$ cat config.mk
export PLATFORM = sky130hd
export DESIGN_NAME = keypad_debounce_scanner_core
export DESIGN_NICKNAME = d
export VERILOG_FILES = /design/src/rtl/core/kds_pkg.sv /design/src/rtl/core/kds_key_cell.sv /design/src/rtl/core/kds_priority.sv /design/src/rtl/core/keypad_debounce_scanner_core.sv
export SDC_FILE = /design/constraint.sdc
export NUM_CORES = 1
export LEC_CHECK = 0
export BUFFER_PORTS_ARGS = -buffer_cell sky130_fd_sc_hd__buf_2
export CAP_MARGIN = 20
export CORE_UTILIZATION = 55
export DETAILED_ROUTE_END_ITERATION = 8
export PLACE_DENSITY = 0.89
export SLEW_MARGIN = 20
export SYNTH_ARGS = -nofsm -noshare
export SYNTH_HDL_FRONTEND = slang
export SYNTH_SLANG_ARGS = --single-unit
$ cat constraint.sdc
create_clock -name clock -period 9.1 [get_ports clock]
set_input_delay 1.82 -clock clock [delete_from_list [all_inputs] [get_ports clock]]
set_output_delay 1.82 -clock clock [all_outputs]
set_load 0.02 [all_outputs]
$ cat src/rtl/core/kds_pkg.sv
// ----------------------------------------------------------------------------
// kds_pkg
// Shared widths, codes and types of the keypad debounce scanner.
// ----------------------------------------------------------------------------
package kds_pkg;

   localparam int LEVEL_W     = 9;
   localparam int CODE_W      = 8;
   localparam int CSR_INDEX_W = 8;
   localparam int CSR_DATA_W  = 8;

   localparam int DEF_ROWS    = 3;
   localparam int DEF_COLUMNS = 3;

   localparam logic [CSR_INDEX_W-1:0] CSR_IDLE_LEVEL  = 8'd0;
   localparam logic [CSR_INDEX_W-1:0] CSR_CODE_OFFSET = 8'd1;

   localparam logic              IDLE_LEVEL_RST  = 1'b1;
   localparam logic [CODE_W-1:0] CODE_OFFSET_RST = 8'd48;

   localparam logic [1:0] PH_RELEASED    = 2'd0;
   localparam logic [1:0] PH_PREPRESSED  = 2'd1;
   localparam logic [1:0] PH_PRESSED     = 2'd2;
   localparam logic [1:0] PH_PRERELEASED = 2'd3;

   typedef struct packed {
      logic held;
      logic enable;
   } kds_cell_ctl_type;

endpackage

$ cat src/rtl/core/kds_key_cell.sv
// ----------------------------------------------------------------------------
// kds_key_cell
// Four-phase debounce machine of one key; flags the pre-pressed to pressed move.
// ----------------------------------------------------------------------------
module kds_key_cell
   import kds_pkg::*;
(
   input  logic             clock,
   input  logic             reset,
   input  kds_cell_ctl_type ctl,
   output logic             press
);

   logic [1:0] phase_ff;
   logic [1:0] phase_in;

   always_comb begin
      phase_in = phase_ff;
      unique case (phase_ff)
         PH_RELEASED:    phase_in = ctl.held ? PH_PREPRESSED : PH_RELEASED;
         PH_PREPRESSED:  phase_in = ctl.held ? PH_PRESSED : PH_PRERELEASED;
         PH_PRESSED:     phase_in = ctl.held ? PH_PRESSED : PH_PRERELEASED;
         PH_PRERELEASED: phase_in = ctl.held ? PH_PREPRESSED : PH_RELEASED;
         default:        phase_in = PH_RELEASED;
      endcase
   end

   assign press = (phase_ff == PH_PREPRESSED) && ctl.held;

   always_ff @(posedge clock) begin
      if (reset) begin
         phase_ff <= PH_RELEASED;
      end else if (ctl.enable) begin
         phase_ff <= phase_in;
      end
   end

endmodule

$ cat src/rtl/core/kds_priority.sv
// ----------------------------------------------------------------------------
// kds_priority
// Pick the lowest-index press and mask updates of the keys after it.
// ----------------------------------------------------------------------------
module kds_priority
   import kds_pkg::*;
#(
   parameter int NUM_KEYS = DEF_ROWS * DEF_COLUMNS,
   parameter int IDX_W    = 4
)(
   input  logic [NUM_KEYS-1:0] press,
   output logic [NUM_KEYS-1:0] pass,
   output logic                found,
   output logic [IDX_W-1:0]    index
);

   logic [NUM_KEYS-1:0] seen;

   always_comb begin
      seen[0] = 1'b0;
      for (int i = 1; i < NUM_KEYS; i++) begin
         seen[i] = seen[i-1] | press[i-1];
      end
   end

   assign pass  = ~seen;
   assign found = |press;

   always_comb begin
      index = '0;
      for (int i = NUM_KEYS - 1; i >= 0; i--) begin
         if (press[i]) begin
            index = IDX_W'(i);
         end
      end
   end

endmodule

$ cat src/rtl/core/keypad_debounce_scanner_core.sv
// ----------------------------------------------------------------------------
// keypad_debounce_scanner_core
// Matrix keypad scanner with a four-phase debounce machine per key.
// ----------------------------------------------------------------------------
// Each req_ transfer carries one scan: one sampled level per key, bit i is
// key row*COLUMNS+column. Every scan gives exactly one rsp_ transfer:
// rsp_key_found is set when a key completed its press debounce on this
// scan, and rsp_key_code is that key index plus code_offset, modulo 256,
// else zero. The lowest such key wins; keys after it keep their phase.
// The csr_ channel writes idle_level (index 0) and code_offset (index 1);
// other indexes are dropped. Write it only while no scan is in flight.
// A scan passes an input register, then the key machines and the priority
// mask feed the result register. One scan is taken every cycle unless
// the receiver stalls; then the result register holds and one more scan
// waits in the input register, and req_ready drops until rsp_ drains.
// Synchronous reset puts every key in released, restores the register
// defaults and empties both stages.
// ----------------------------------------------------------------------------
module keypad_debounce_scanner_core
   import kds_pkg::*;
#(
   parameter int ROWS    = DEF_ROWS,
   parameter int COLUMNS = DEF_COLUMNS
)(
   input  logic                   clock,
   input  logic                   reset,
   input  logic                   req_valid,
   output logic                   req_ready,
   input  logic [LEVEL_W-1:0]     req_key_levels,
   output logic                   rsp_valid,
   input  logic                   rsp_ready,
   output logic                   rsp_key_found,
   output logic [CODE_W-1:0]      rsp_key_code,
   input  logic                   csr_valid,
   output logic                   csr_ready,
   input  logic [CSR_INDEX_W-1:0] csr_index,
   input  logic [CSR_DATA_W-1:0]  csr_data
);

   localparam int NUM_KEYS = ROWS * COLUMNS;
   localparam int IDX_W    = (NUM_KEYS > 1) ? $clog2(NUM_KEYS) : 1;

   logic                idle_level_ff;
   logic [CODE_W-1:0]   code_offset_ff;
   logic                scan_valid_ff;
   logic [LEVEL_W-1:0]  scan_levels_ff;
   logic                rsp_valid_ff;
   logic                rsp_found_ff;
   logic [CODE_W-1:0]   rsp_code_ff;
   logic                rsp_found_in;
   logic [CODE_W-1:0]   rsp_code_in;

   logic                advance;
   logic [NUM_KEYS-1:0] press;
   logic [NUM_KEYS-1:0] pass;
   logic                found;
   logic [IDX_W-1:0]    index;

   assign advance   = scan_valid_ff && (!rsp_valid_ff || rsp_ready);
   assign req_ready = !scan_valid_ff || advance;
   assign csr_ready = 1'b1;

   always_ff @(posedge clock) begin
      if (reset) begin
         idle_level_ff  <= IDLE_LEVEL_RST;
         code_offset_ff <= CODE_OFFSET_RST;
      end else if (csr_valid) begin
         unique case (csr_index)
            CSR_IDLE_LEVEL:  idle_level_ff  <= csr_data[0];
            CSR_CODE_OFFSET: code_offset_ff <= csr_data[CODE_W-1:0];
            default: ;
         endcase
      end
   end

   always_ff @(posedge clock) begin
      if (reset) begin
         scan_valid_ff <= 1'b0;
      end else if (req_ready) begin
         scan_valid_ff <= req_valid;
      end
   end

   always_ff @(posedge clock) begin
      if (req_valid && req_ready) begin
         scan_levels_ff <= req_key_levels;
      end
   end

   for (genvar k = 0; k < NUM_KEYS; k++) begin : g_key
      kds_cell_ctl_type ctl;
      logic             level;

      if (k < LEVEL_W) begin : g_pin
         assign level = scan_levels_ff[k];
      end else begin : g_none
         assign level = 1'b0;
      end

      assign ctl.held   = level != idle_level_ff;
      assign ctl.enable = advance && pass[k];

      kds_key_cell u_cell (
         .clock (clock),
         .reset (reset),
         .ctl   (ctl),
         .press (press[k])
      );
   end

   kds_priority #(
      .NUM_KEYS (NUM_KEYS),
      .IDX_W    (IDX_W)
   ) u_priority (
      .press (press),
      .pass  (pass),
      .found (found),
      .index (index)
   );

   assign rsp_found_in = found;
   assign rsp_code_in  = found ? (code_offset_ff + CODE_W'(index)) : '0;

   always_ff @(posedge clock) begin
      if (reset) begin
         rsp_valid_ff <= 1'b0;
      end else if (advance) begin
         rsp_valid_ff <= 1'b1;
      end else if (rsp_ready) begin
         rsp_valid_ff <= 1'b0;
      end
   end

   always_ff @(posedge clock) begin
      if (advance) begin
         rsp_found_ff <= rsp_found_in;
         rsp_code_ff  <= rsp_code_in;
      end
   end

   assign rsp_valid     = rsp_valid_ff;
   assign rsp_key_found = rsp_found_ff;
   assign rsp_key_code  = rsp_code_ff;

endmodule

==> qor.csv, run 1 <==
metric;value;unit
cp-start-kind;input pin;
synth_top_area_cell;dfxtp_1;
crit_slowest_cell;nor2b_1;
netlist_area;2527;um2
grt_usage;19.71;%
cts_buffers;5;
clock_skew;0.01258;ns
critPathArrivalTime;2.53;ns
antenna_found_initial;0;
cts_setup_buffers;0;
crit_chain;buf_2 > nor2b_1 > nand2_1 > buf_2;
cp_max_fo;5;
port_buffers;40;
grt_max_degree;30;
clk_pin_slew;0.08;ns
cts_hold_buffers;0;
synth_warnings;0;
ir_worst_vdd;0.1129;mV
finalCriticalPeriod;4.351;ns
drive_gt1_share;22.18;%
final_cell_mix;buf_2, nor2_1, dfxtp_1;
path_delay_family;simple AND/OR/NAND/NOR gates;
dr.pass1.iters;4;
final_cells;336;
htree_levels;2;
rrSetupSlack;5.54;ns
cap_violations;0;
seq_area_frac_synth;44.36;%
worstHoldPathType;flip-flop to flip-flop;
timing.rr.end;rsp_key_code[6];
dpl_cell_area;2738;um2
cp_num_cells;4;
r2r-start;idle_level_ff;
required;7.28;ns
vias;1851;
synth-edff-count;18;
final_common_cell;buf_2;
rows;24;
io_pins;42;
critPathCaptureType;output port;
cpPeakStageDelay;0.31;ns
synthFlopType;dfxtp_1;
critical_path_class;input pin to output port;
p_leak;1.172;nW
grt_pass1_wl;7741;um
cpMostUsedCell;buf_2;
cts_resized;0;
core-area;4384;um2
drt-initial-drc-count;53;
synth_seq_cells;47;
worst_pin_slew;1.038;ns
drc_errors;0;
clock_path_buffers;2;
p_per_area;162.5;nW/um2
antenna_left;0;
cp-endpoint;req_ready;
dp_cells;328;
cts_tree;done;
period_share;47.81;%
dieArea;4871;um2
vias_per_cell;5.509;
cts.sinks;47;
synth_cells;243;
synth.avg_cell_area;10.40;um2
synthTopCellsByArea;dfxtp_1, edfxtp_1, ha_1;
setup_viol;0;
final_nets;327;
wl_per_cell;13.13;um
synth_top_area_share;22.97;%
cp_num_buf_inv;2;
overflow;0;
rr_worst_depth;12;
slew_headroom;30.68;%
dieHeight;69.79;um
place_congestion;0.8137;
dp_hpwl;3339;um
cts_root_buf;clkbuf_8;
syn-num-nets;287;
rsz0062_at_grt;false;
ys_types;51;
slew_violations;0;
die_w;69.79;um
grt_pass1_vias;1825;
cp-startpoint;rsp_ready;
stdcell_area;2831;um2
start_util;57.65;%
finalHoldViolCount;0;
max_freq;0.2298;GHz
tns;0;ns
routed_wirelength;4413;um
n_antenna_cell;0;
areaGrowthSynthToFinish;12.03;%
clk_latency;0.31;ns
run_status;finished, final reports clean;
synthArstFlopShare;0;%
-- cell families after synthesis --
group | synth area share, %
AO/OA/AOI/OAI | 15.10
multiplexers | 3.961
flip-flops | 44.36
other | 0.1484
XOR/XNOR | 7.971
adder cells (fa/ha/maj) | 7.228
AND/OR/NAND/NOR | 16.83
buffers and inverters | 4.406
-- per-stage QoR --
step	util [%]	worst slack [ns]	hold WS (ns)	power, mW
CTS	64.58	4.739	0.4612	0.4640
global route	64.58	4.673	0.5145	0.4862
finish	64.58	4.749	0.4643	0.4602
floorplan	-	5.005	0.4363	0.3119
global placement	62.44	4.832	0.4456	0.3283
detailed placement	62.44	4.740	0.4495	0.3339
-- cells in the mapped netlist, drive strengths merged, types with 4 or more instances --
library cell	number
edfxtp	18
dfxtp	29
xnor2	9
a311oi	5
a221oi	4
ha	13
nand2	14
a211oi	12
a21oi	10
nor2	35
inv	15
nor2b	4
xor2	14
nand2b	8
mux2i	10
a31oi	4
buf	4
-- sequential cells by signal (all words and copies together), names as in the netlist --
signal                 flops
idle_level_ff              1
scan_valid_ff              1
scan_levels_ff             9
rsp_key_found              1
rsp_valid                  1
g_key.u_cell.phase_ff     18
rsp_key_code               8
code_offset_ff             8
-- worst min-delay path by stage --
stage,start,end,slack [ns],cells after the start
2_1_floorplan,g_key[3].u_cell.phase_ff[1],g_key[3].u_cell.phase_ff[1],0.44,2
3_3_place_gp,g_key[3].u_cell.phase_ff[1],g_key[3].u_cell.phase_ff[1],0.45,2
3_5_place_dp,g_key[3].u_cell.phase_ff[1],g_key[3].u_cell.phase_ff[1],0.45,2
4_1_cts,g_key[3].u_cell.phase_ff[1],g_key[3].u_cell.phase_ff[1],0.46,2
5_1_grt,g_key[3].u_cell.phase_ff[1],g_key[3].u_cell.phase_ff[1],0.51,2
6_report,g_key[3].u_cell.phase_ff[1],g_key[3].u_cell.phase_ff[1],0.46,2
-- worst reg2reg max path: cells and delay by family, from the launching register on --
kind                       cells  cell delay [ns]
AOI/OAI and AO/OA              6             1.08
DFF                            1             1.02
adders and majority gates      2             0.64
and+or+nand+nor                3             0.45
xor gates and xnor gates       1             0.13
-- power breakdown --
part | switching, mW | internal, mW
clock network | 0.0752 | 0.0560
registers | 0.00716 | 0.233
logic | 0.0512 | 0.0378
total | 0.133 | 0.327
-- per-layer routing --
layer / vias to the layer above / wire length (um) / track usage [%]
met2: 41 / 2285 / 36.43
met4: 0 / 72 / 6.000
li1: 935 / - / -
met3: 7 / 139 / 4.360
met5: - / 0 / 0
met1: 868 / 1915 / 22.38
-- cell type report --
type	count	area, um2
clock buffer	5	68.82
clock inverter	3	25.02
fill	362	1553
inverter	15	56.30
multi-input combinational	174	1295
sequential	47	1121
tap	52	65.06
timing repair buffer	40	200.2
No activity file was read; power rests on OpenSTA's default activity.
==> inputs of run 2 (changes only) <==
- clock period: 9.1 -> 4.2 ns (I/O delays scaled with it)
==> qor.csv, run 2 (synthesized netlist as in run 1, its figures left out) <==
metric;value;unit;change
cts_tree;done;;unchanged
cts_setup_buffers;0;;unchanged
required;4.26;ns;was 7.28 ns
wl_per_cell;13.02;um;was 13.13 um
top_layer_used;met4;;unchanged
max_freq;0.3087;GHz;
cp-startpoint;idle_level_ff;;was rsp_ready
areaGrowthSynthToFinish;11.83;%;was 12.03%
grt_pass1_wl;8010;um;was 7741 um
fin_util;64.47;%;was 64.58%
cts_resized;0;;unchanged
die_w;69.79;um;unchanged
grt_usage;20.68;%;was 19.71%
dieHeight;69.79;um;unchanged
tns;0;ns;unchanged
drt-met1-wl;1879;um;was 1915 um
drt-initial-drc-count;69;;was 53
critPathArrivalTime;3.30;ns;was 2.53 ns
top_register;g_key.u_cell.phase_ff;;unchanged
wl_met3;133;um;was 139 um
ir_worst_vdd;0.2194;mV;was 0.1129 mV
rr_worst_depth;12;;unchanged
r2r-start;idle_level_ff;;unchanged
dp_cells;329;;was 328
worstHoldPathType;flip-flop to flip-flop;;unchanged
antenna_found_initial;0;;unchanged
final_cells;337;;was 336
io_pins;42;;unchanged
core-area;4384;um2;unchanged
place_congestion;0.8001;;was 0.8137
clk_pin_slew;0.08;ns;about the same
grt_pass1_vias;1885;;was 1825
routed_wirelength;4389;um;was 4413 um
run_status;finished, final reports clean;;unchanged
min_path_cells;2;;unchanged
clock_skew;0.009981;ns;was 0.01258 ns
cap_violations;0;;unchanged
period_share;77.12;%;
finalHoldViolCount;0;;unchanged
p_per_area;343.8;nW/um2;was 162.5 nW/um2
place_ws;0.9951;ns;was 4.740 ns
grt_max_degree;30;;unchanged
timing.rr.end;rsp_key_code[6];;unchanged
critPathCaptureType;flip-flop;;was output port
cts.sinks;47;;unchanged
drive_gt1_share;21.75;%;was 22.18%
final_cell_mix;buf_2, nor2_1, dfxtp_1;;unchanged
dpl_cell_area;2745;um2;was 2738 um2
cp-endpoint;rsp_key_code[6];;was req_ready
cts_root_buf;clkbuf_8;;unchanged
final_common_cell;buf_2;;unchanged
vias_per_cell;5.451;;was 5.509
cp_max_fo;16;;was 5
dr.pass1.iters;4;;unchanged
finalCriticalPeriod;3.239;ns;
antenna_left;0;;unchanged
slew_headroom;54.12;%;was 30.68%
reg.largest.list;g_key.u_cell.phase_ff (18), scan_levels_ff (9);;unchanged
cp-start-kind;flip-flop;;was input pin
clk_latency;0.31;ns;about the same
finalWorstSetupSlack;0.9609;ns;was 4.749 ns
htree_levels;2;;unchanged
final_nets;328;;was 327
largest_register_ffs;18;;unchanged
rows;24;;unchanged
cts_buffers;5;;unchanged
start_util;57.65;%;unchanged
clock_path_buffers;2;;unchanged
rrSetupSlack;0.96;ns;was 5.54 ns
worst_pin_slew;0.6873;ns;was 1.038 ns
critical_path_class;flip-flop to flip-flop;;was input pin to output port
dp_hpwl;3339;um;about the same
port_buffers;40;;unchanged
wl_met2;2281;um;was 2285 um
n_antenna_cell;0;;unchanged
cts_hold_buffers;0;;unchanged
overflow;0;;unchanged
slew_violations;0;;unchanged
dieArea;4871;um2;unchanged
rsz0062_at_grt;false;;unchanged
setup_viol;0;;unchanged
p_leak;1.173;nW;was 1.172 nW
vias;1837;;was 1851
drc_errors;0;;unchanged
stdcell_area;2826;um2;was 2831 um2
==> run 2: cell count changes in the layout (fill, tap and decap cells not counted) <==
cell        before  now
clkbuf_1         0    2
clkinv_2         0    1
inv_6            2    0
buf_4            0    1
clkinvlp_4       1    0
==> run 2: layout make-up <==
class                           count  area (um2)
Multi-Input combinational cell    174        1295
Timing Repair Buffer               41       207.7
Fill cell                         362        1558
Clock inverter                      1       5.005
Clock buffer                        7       76.32
Tap cell                           52       65.06
Inverter                           15       56.30
Sequential cell                    47        1121
==> run 2: through the flow <==
stage / hold slack, ns / power, mW
after floorplan: 0.4363 / 0.6758
after global placement: 0.4468 / 0.7134
after detailed placement: 0.4483 / 0.7239
after CTS: 0.4585 / 0.9803
after global routing: 0.4806 / 1.022
final: 0.4554 / 0.9717
==> run 2: worst min-delay path by stage <==
stage	from	endpoint	slack, ns
final	g_key[3].u_cell.phase_ff[1]	g_key[3].u_cell.phase_ff[1]	0.46
after global routing	g_key[3].u_cell.phase_ff[1]	g_key[3].u_cell.phase_ff[1]	0.48
after CTS	g_key[3].u_cell.phase_ff[1]	g_key[3].u_cell.phase_ff[1]	0.46
after detailed placement	g_key[3].u_cell.phase_ff[1]	g_key[3].u_cell.phase_ff[1]	0.45
after global placement	g_key[3].u_cell.phase_ff[1]	g_key[3].u_cell.phase_ff[1]	0.45
after floorplan	g_key[3].u_cell.phase_ff[1]	g_key[3].u_cell.phase_ff[1]	0.44
==> run 2: where the power goes <==
group / total [mW] / internal, mW / switching (mW)
Sequential: 0.520 / 0.505 / 0.0157
Combinational: 0.192 / 0.0824 / 0.109
Clock: 0.260 / 0.117 / 0.143
Total: 0.972 / 0.704 / 0.268
==> run 2: layer usage <==
metal	vias to the layer above	GRT usage, %
li1	940	-
met1	852	22.50
met2	36	37.82
met3	9	4.070
met4	0	10.22
met5	-	0
==> run 2: critical path: stages (launching register included) <==
cell and delay [ns]:
dfxtp_1 0.77, and2b_2 0.29, a22oi_1 0.18, o211ai_1 0.13
a211oi_1 0.22, a211oi_1 0.09, ha_1 0.23, fa_1 0.41
a21o_1 0.19, a21oi_1 0.21, nor2_1 0.08, xnor2_1 0.14
nor2_1 0.05
==> inputs of run 3 (changes only) <==
- ABC_AREA: not set -> 1
- clock period: 4.2 -> 3.4 ns (I/O delays scaled with it)
==> qor.csv, run 3 <==
metric;value;unit;change
synthTopCellsByArea;dfxtp_1, edfxtp_1, nand2_1;;was dfxtp_1, edfxtp_1, ha_1
synth_top_area_share;22.91;%;was 22.97%
clock_skew;0.004454;ns;was 0.009981 ns
vias;2068;;was 1837
p_switching;0.3384;mW;was 0.2679 mW
finalHoldViolCount;0;;unchanged
final_common_cell;nand2_1;;was buf_2
worstHoldPathType;flip-flop to flip-flop;;unchanged
port_buffers;40;;unchanged
syn-num-nets;357;;was 287
fin_util;65.27;%;was 64.47%
grt_pass1_vias;2090;;was 1885
reg.largest.list;g_key.u_cell.phase_ff (18), scan_levels_ff (9);;unchanged
timing.rr.end;rsp_key_code[4];;was rsp_key_code[6]
place_congestion;0.7955;;was 0.8001
antenna_left;0;;unchanged
comb_power_share;19.4;%;was 19.7%
netlist_area;2534;um2;was 2527 um2
slew_headroom;59.84;%;was 54.12%
max_freq;0.3547;GHz;was 0.3087 GHz
rrSetupSlack;0.58;ns;was 0.96 ns
critPathCaptureType;flip-flop;;unchanged
r2r-start;idle_level_ff;;unchanged
overflow;0;;unchanged
seqPwrFrac;52.5;%;was 53.6%
run_status;finished, final reports clean;;unchanged
dp_hpwl;3611;um;was 3339 um
crit_slowest_cell;dfxtp_1;;unchanged
slew_violations;0;;unchanged
cap_violations;0;;unchanged
io_pins;42;;unchanged
ys_types;33;;was 51
cp_num_cells;16;;was 12
place_ws;0.6247;ns;was 0.9951 ns
cts_buffers;5;;unchanged
cts_setup_buffers;0;;unchanged
drt-initial-drc-count;96;;was 69
drc_errors;0;;unchanged
cts.sinks;47;;unchanged
synthFlopType;dfxtp_1;;unchanged
synth-edff-count;18;;unchanged
start_util;57.79;%;was 57.65%
top_register;g_key.u_cell.phase_ff;;unchanged
synth_top_area_cell;dfxtp_1;;unchanged
final_nets;399;;was 328
rows;24;;unchanged
dieArea;4882;um2;was 4871 um2
cp-startpoint;idle_level_ff;;unchanged
p_per_area;423.8;nW/um2;was 343.8 nW/um2
rsz0062_at_grt;false;;unchanged
grt_pass1_wl;8376;um;was 8010 um
required;3.47;ns;was 4.26 ns
critPathArrivalTime;2.89;ns;was 3.30 ns
synth.avg_cell_area;8.095;um2;was 10.40 um2
power.internal;0.8744;mW;was 0.7039 mW
critical_path_class;flip-flop to flip-flop;;unchanged
path_delay_family;simple AND/OR/NAND/NOR gates;;was compound AO/OA/AOI/OAI gates
p_leak;1.429;nW;was 1.173 nW
cp_num_buf_inv;2;;was 0
synth_cells;313;;was 243
synthArstFlopShare;0;%;unchanged
clk_latency;0.30;ns;was 0.31 ns
ir_worst_vdd;0.3040;mV;was 0.2194 mV
largest_register_ffs;18;;unchanged
cts_root_buf;clkbuf_8;;unchanged
areaGrowthSynthToFinish;12.94;%;was 11.83%
setup_viol;0;;unchanged
antenna_found_initial;0;;unchanged
synth_seq_cells;47;;unchanged
synth_warnings;0;;unchanged
switching_share;27.90;%;was 27.56%
dieHeight;69.87;um;was 69.79 um
finalCriticalPeriod;2.820;ns;was 3.239 ns
worst_pin_slew;0.6010;ns;was 0.6873 ns
cts_resized;0;;unchanged
core-area;4384;um2;unchanged
cts_hold_buffers;0;;unchanged
grt_max_degree;19;;was 30
die_w;69.87;um;was 69.79 um
cp-start-kind;flip-flop;;unchanged
cpMostUsedCell;nand2_1;;
final_cell_mix;nand2_1, inv_1, buf_2;;was buf_2, nor2_1, dfxtp_1
rr_worst_depth;16;;was 12
crit_chain;inv_2 > nand2_1 > nand3_1 > nand2_1 > nand2_1 > nand2_1 > nand2_1 > nand2_1 > a21boi_0 > ha_1 > fa_1 > a21oi_1 > o21ai_0 > xor2_1 > nand2_1 > inv_1;;was and2b_2 > a22oi_1 > o211ai_1 > a211oi_1 > a211oi_1 > ha_1 > fa_1 > a21o_1 > a21oi_1 > nor2_1 > xnor2_1 > nor2_1
routed_wirelength;4631;um;was 4389 um
cpPeakStageDelay;0.61;ns;was 0.77 ns
yosys-top-cells-count;nand2_1, inv_1, nand3_1;;was nor2_1, dfxtp_1, edfxtp_1
clk_pin_slew;0.08;ns;about the same
finalWorstSetupSlack;0.5804;ns;was 0.9609 ns
dr.pass1.iters;4;;unchanged
n_antenna_cell;0;;unchanged
cp_max_fo;12;;was 16
vias_per_cell;5.069;;was 5.451
tns;0;ns;unchanged
cts_tree;done;;unchanged
clkPwrFrac;28.2;%;was 26.7%
clock_path_buffers;2;;unchanged
wl_per_cell;11.35;um;was 13.02 um
cp-endpoint;rsp_key_code[4];;was rsp_key_code[6]
period_share;82.93;%;was 77.12%
synth_most_common_cell;nand2_1;;was nor2_1
seq_area_frac_synth;44.25;%;was 44.36%
grt_usage;21.41;%;was 20.68%
htree_levels;2;;unchanged
drive_gt1_share;19.38;%;was 21.75%
## run 3: area by class of cell
cell class,count,area [um2]
Inverter,54,203.9
Clock buffer,7,86.33
Tap cell,52,65.06
Sequential cell,47,1121
Clock inverter,1,3.754
Timing Repair Buffer,41,207.7
Fill cell,367,1523
Multi-Input combinational cell,206,1174
## run 3: metrics by stage
step	cells	hold slack, ns	instance area [um2]	total power [mW]
5_1_grt	408	0.4875	2861	1.276
6_report	408	0.4647	2861	1.213
2_1_floorplan	313	0.4328	2534	0.8227
4_1_cts	408	0.4666	2861	1.219
3_3_place_gp	400	0.4495	2771	0.8696
3_5_place_dp	400	0.4552	2771	0.8836
## run 3: worst register-to-register path: stages (launching register included)
cell and delay (ns):
dfxtp_1 0.61, inv_2 0.16, nand2_1 0.12, nand3_1 0.13, nand2_1 0.10, nand2_1 0.06
nand2_1 0.06, nand2_1 0.05, nand2_1 0.05, a21boi_0 0.08, ha_1 0.21, fa_1 0.41
a21oi_1 0.16, o21ai_0 0.13, xor2_1 0.16, nand2_1 0.07, inv_1 0.04
## run 3: logic make-up after synthesis
| kind of cell | synth area share [%] |
|---|---|
| adders and majority gates | 7.210 |
| DFF | 44.25 |
| buffers and inverters | 9.432 |
| xor gates and xnor gates | 4.148 |
| and+or+nand+nor | 27.36 |
| AOI/OAI and AO/OA | 7.457 |
| other | 0.1480 |
## run 3: power by group through the flow
stage                     logic [mW]  registers, mW  clock network, mW
final                          0.235          0.636              0.342
after floorplan                0.166          0.657                  0
after global routing           0.265          0.639              0.372
after global placement         0.222          0.648                  0
after CTS                      0.237          0.636              0.346
after detailed placement       0.234          0.649                  0
## run 3: how the worst min path moves through the flow
stage	cells past startpoint	slack (ns)	start	to
final	2	0.46	g_key[4].u_cell.phase_ff[1]	g_key[4].u_cell.phase_ff[1]
after detailed placement	2	0.46	g_key[4].u_cell.phase_ff[1]	g_key[4].u_cell.phase_ff[1]
after global placement	2	0.45	g_key[4].u_cell.phase_ff[1]	g_key[4].u_cell.phase_ff[1]
after CTS	2	0.47	g_key[4].u_cell.phase_ff[1]	g_key[4].u_cell.phase_ff[1]
after floorplan	2	0.43	g_key[3].u_cell.phase_ff[1]	g_key[3].u_cell.phase_ff[1]
after global routing	2	0.49	g_key[4].u_cell.phase_ff[1]	g_key[4].u_cell.phase_ff[1]
## run 3: layer usage
layer | routed length [um] | track usage, % | vias to the layer above
li1 | - | - | 1080
met1 | 1910 | 22.77 | 935
met2 | 2442 | 40.06 | 41
met3 | 167 | 5.339 | 12
met4 | 110 | 8.444 | 0
met5 | 0 | 0 | -
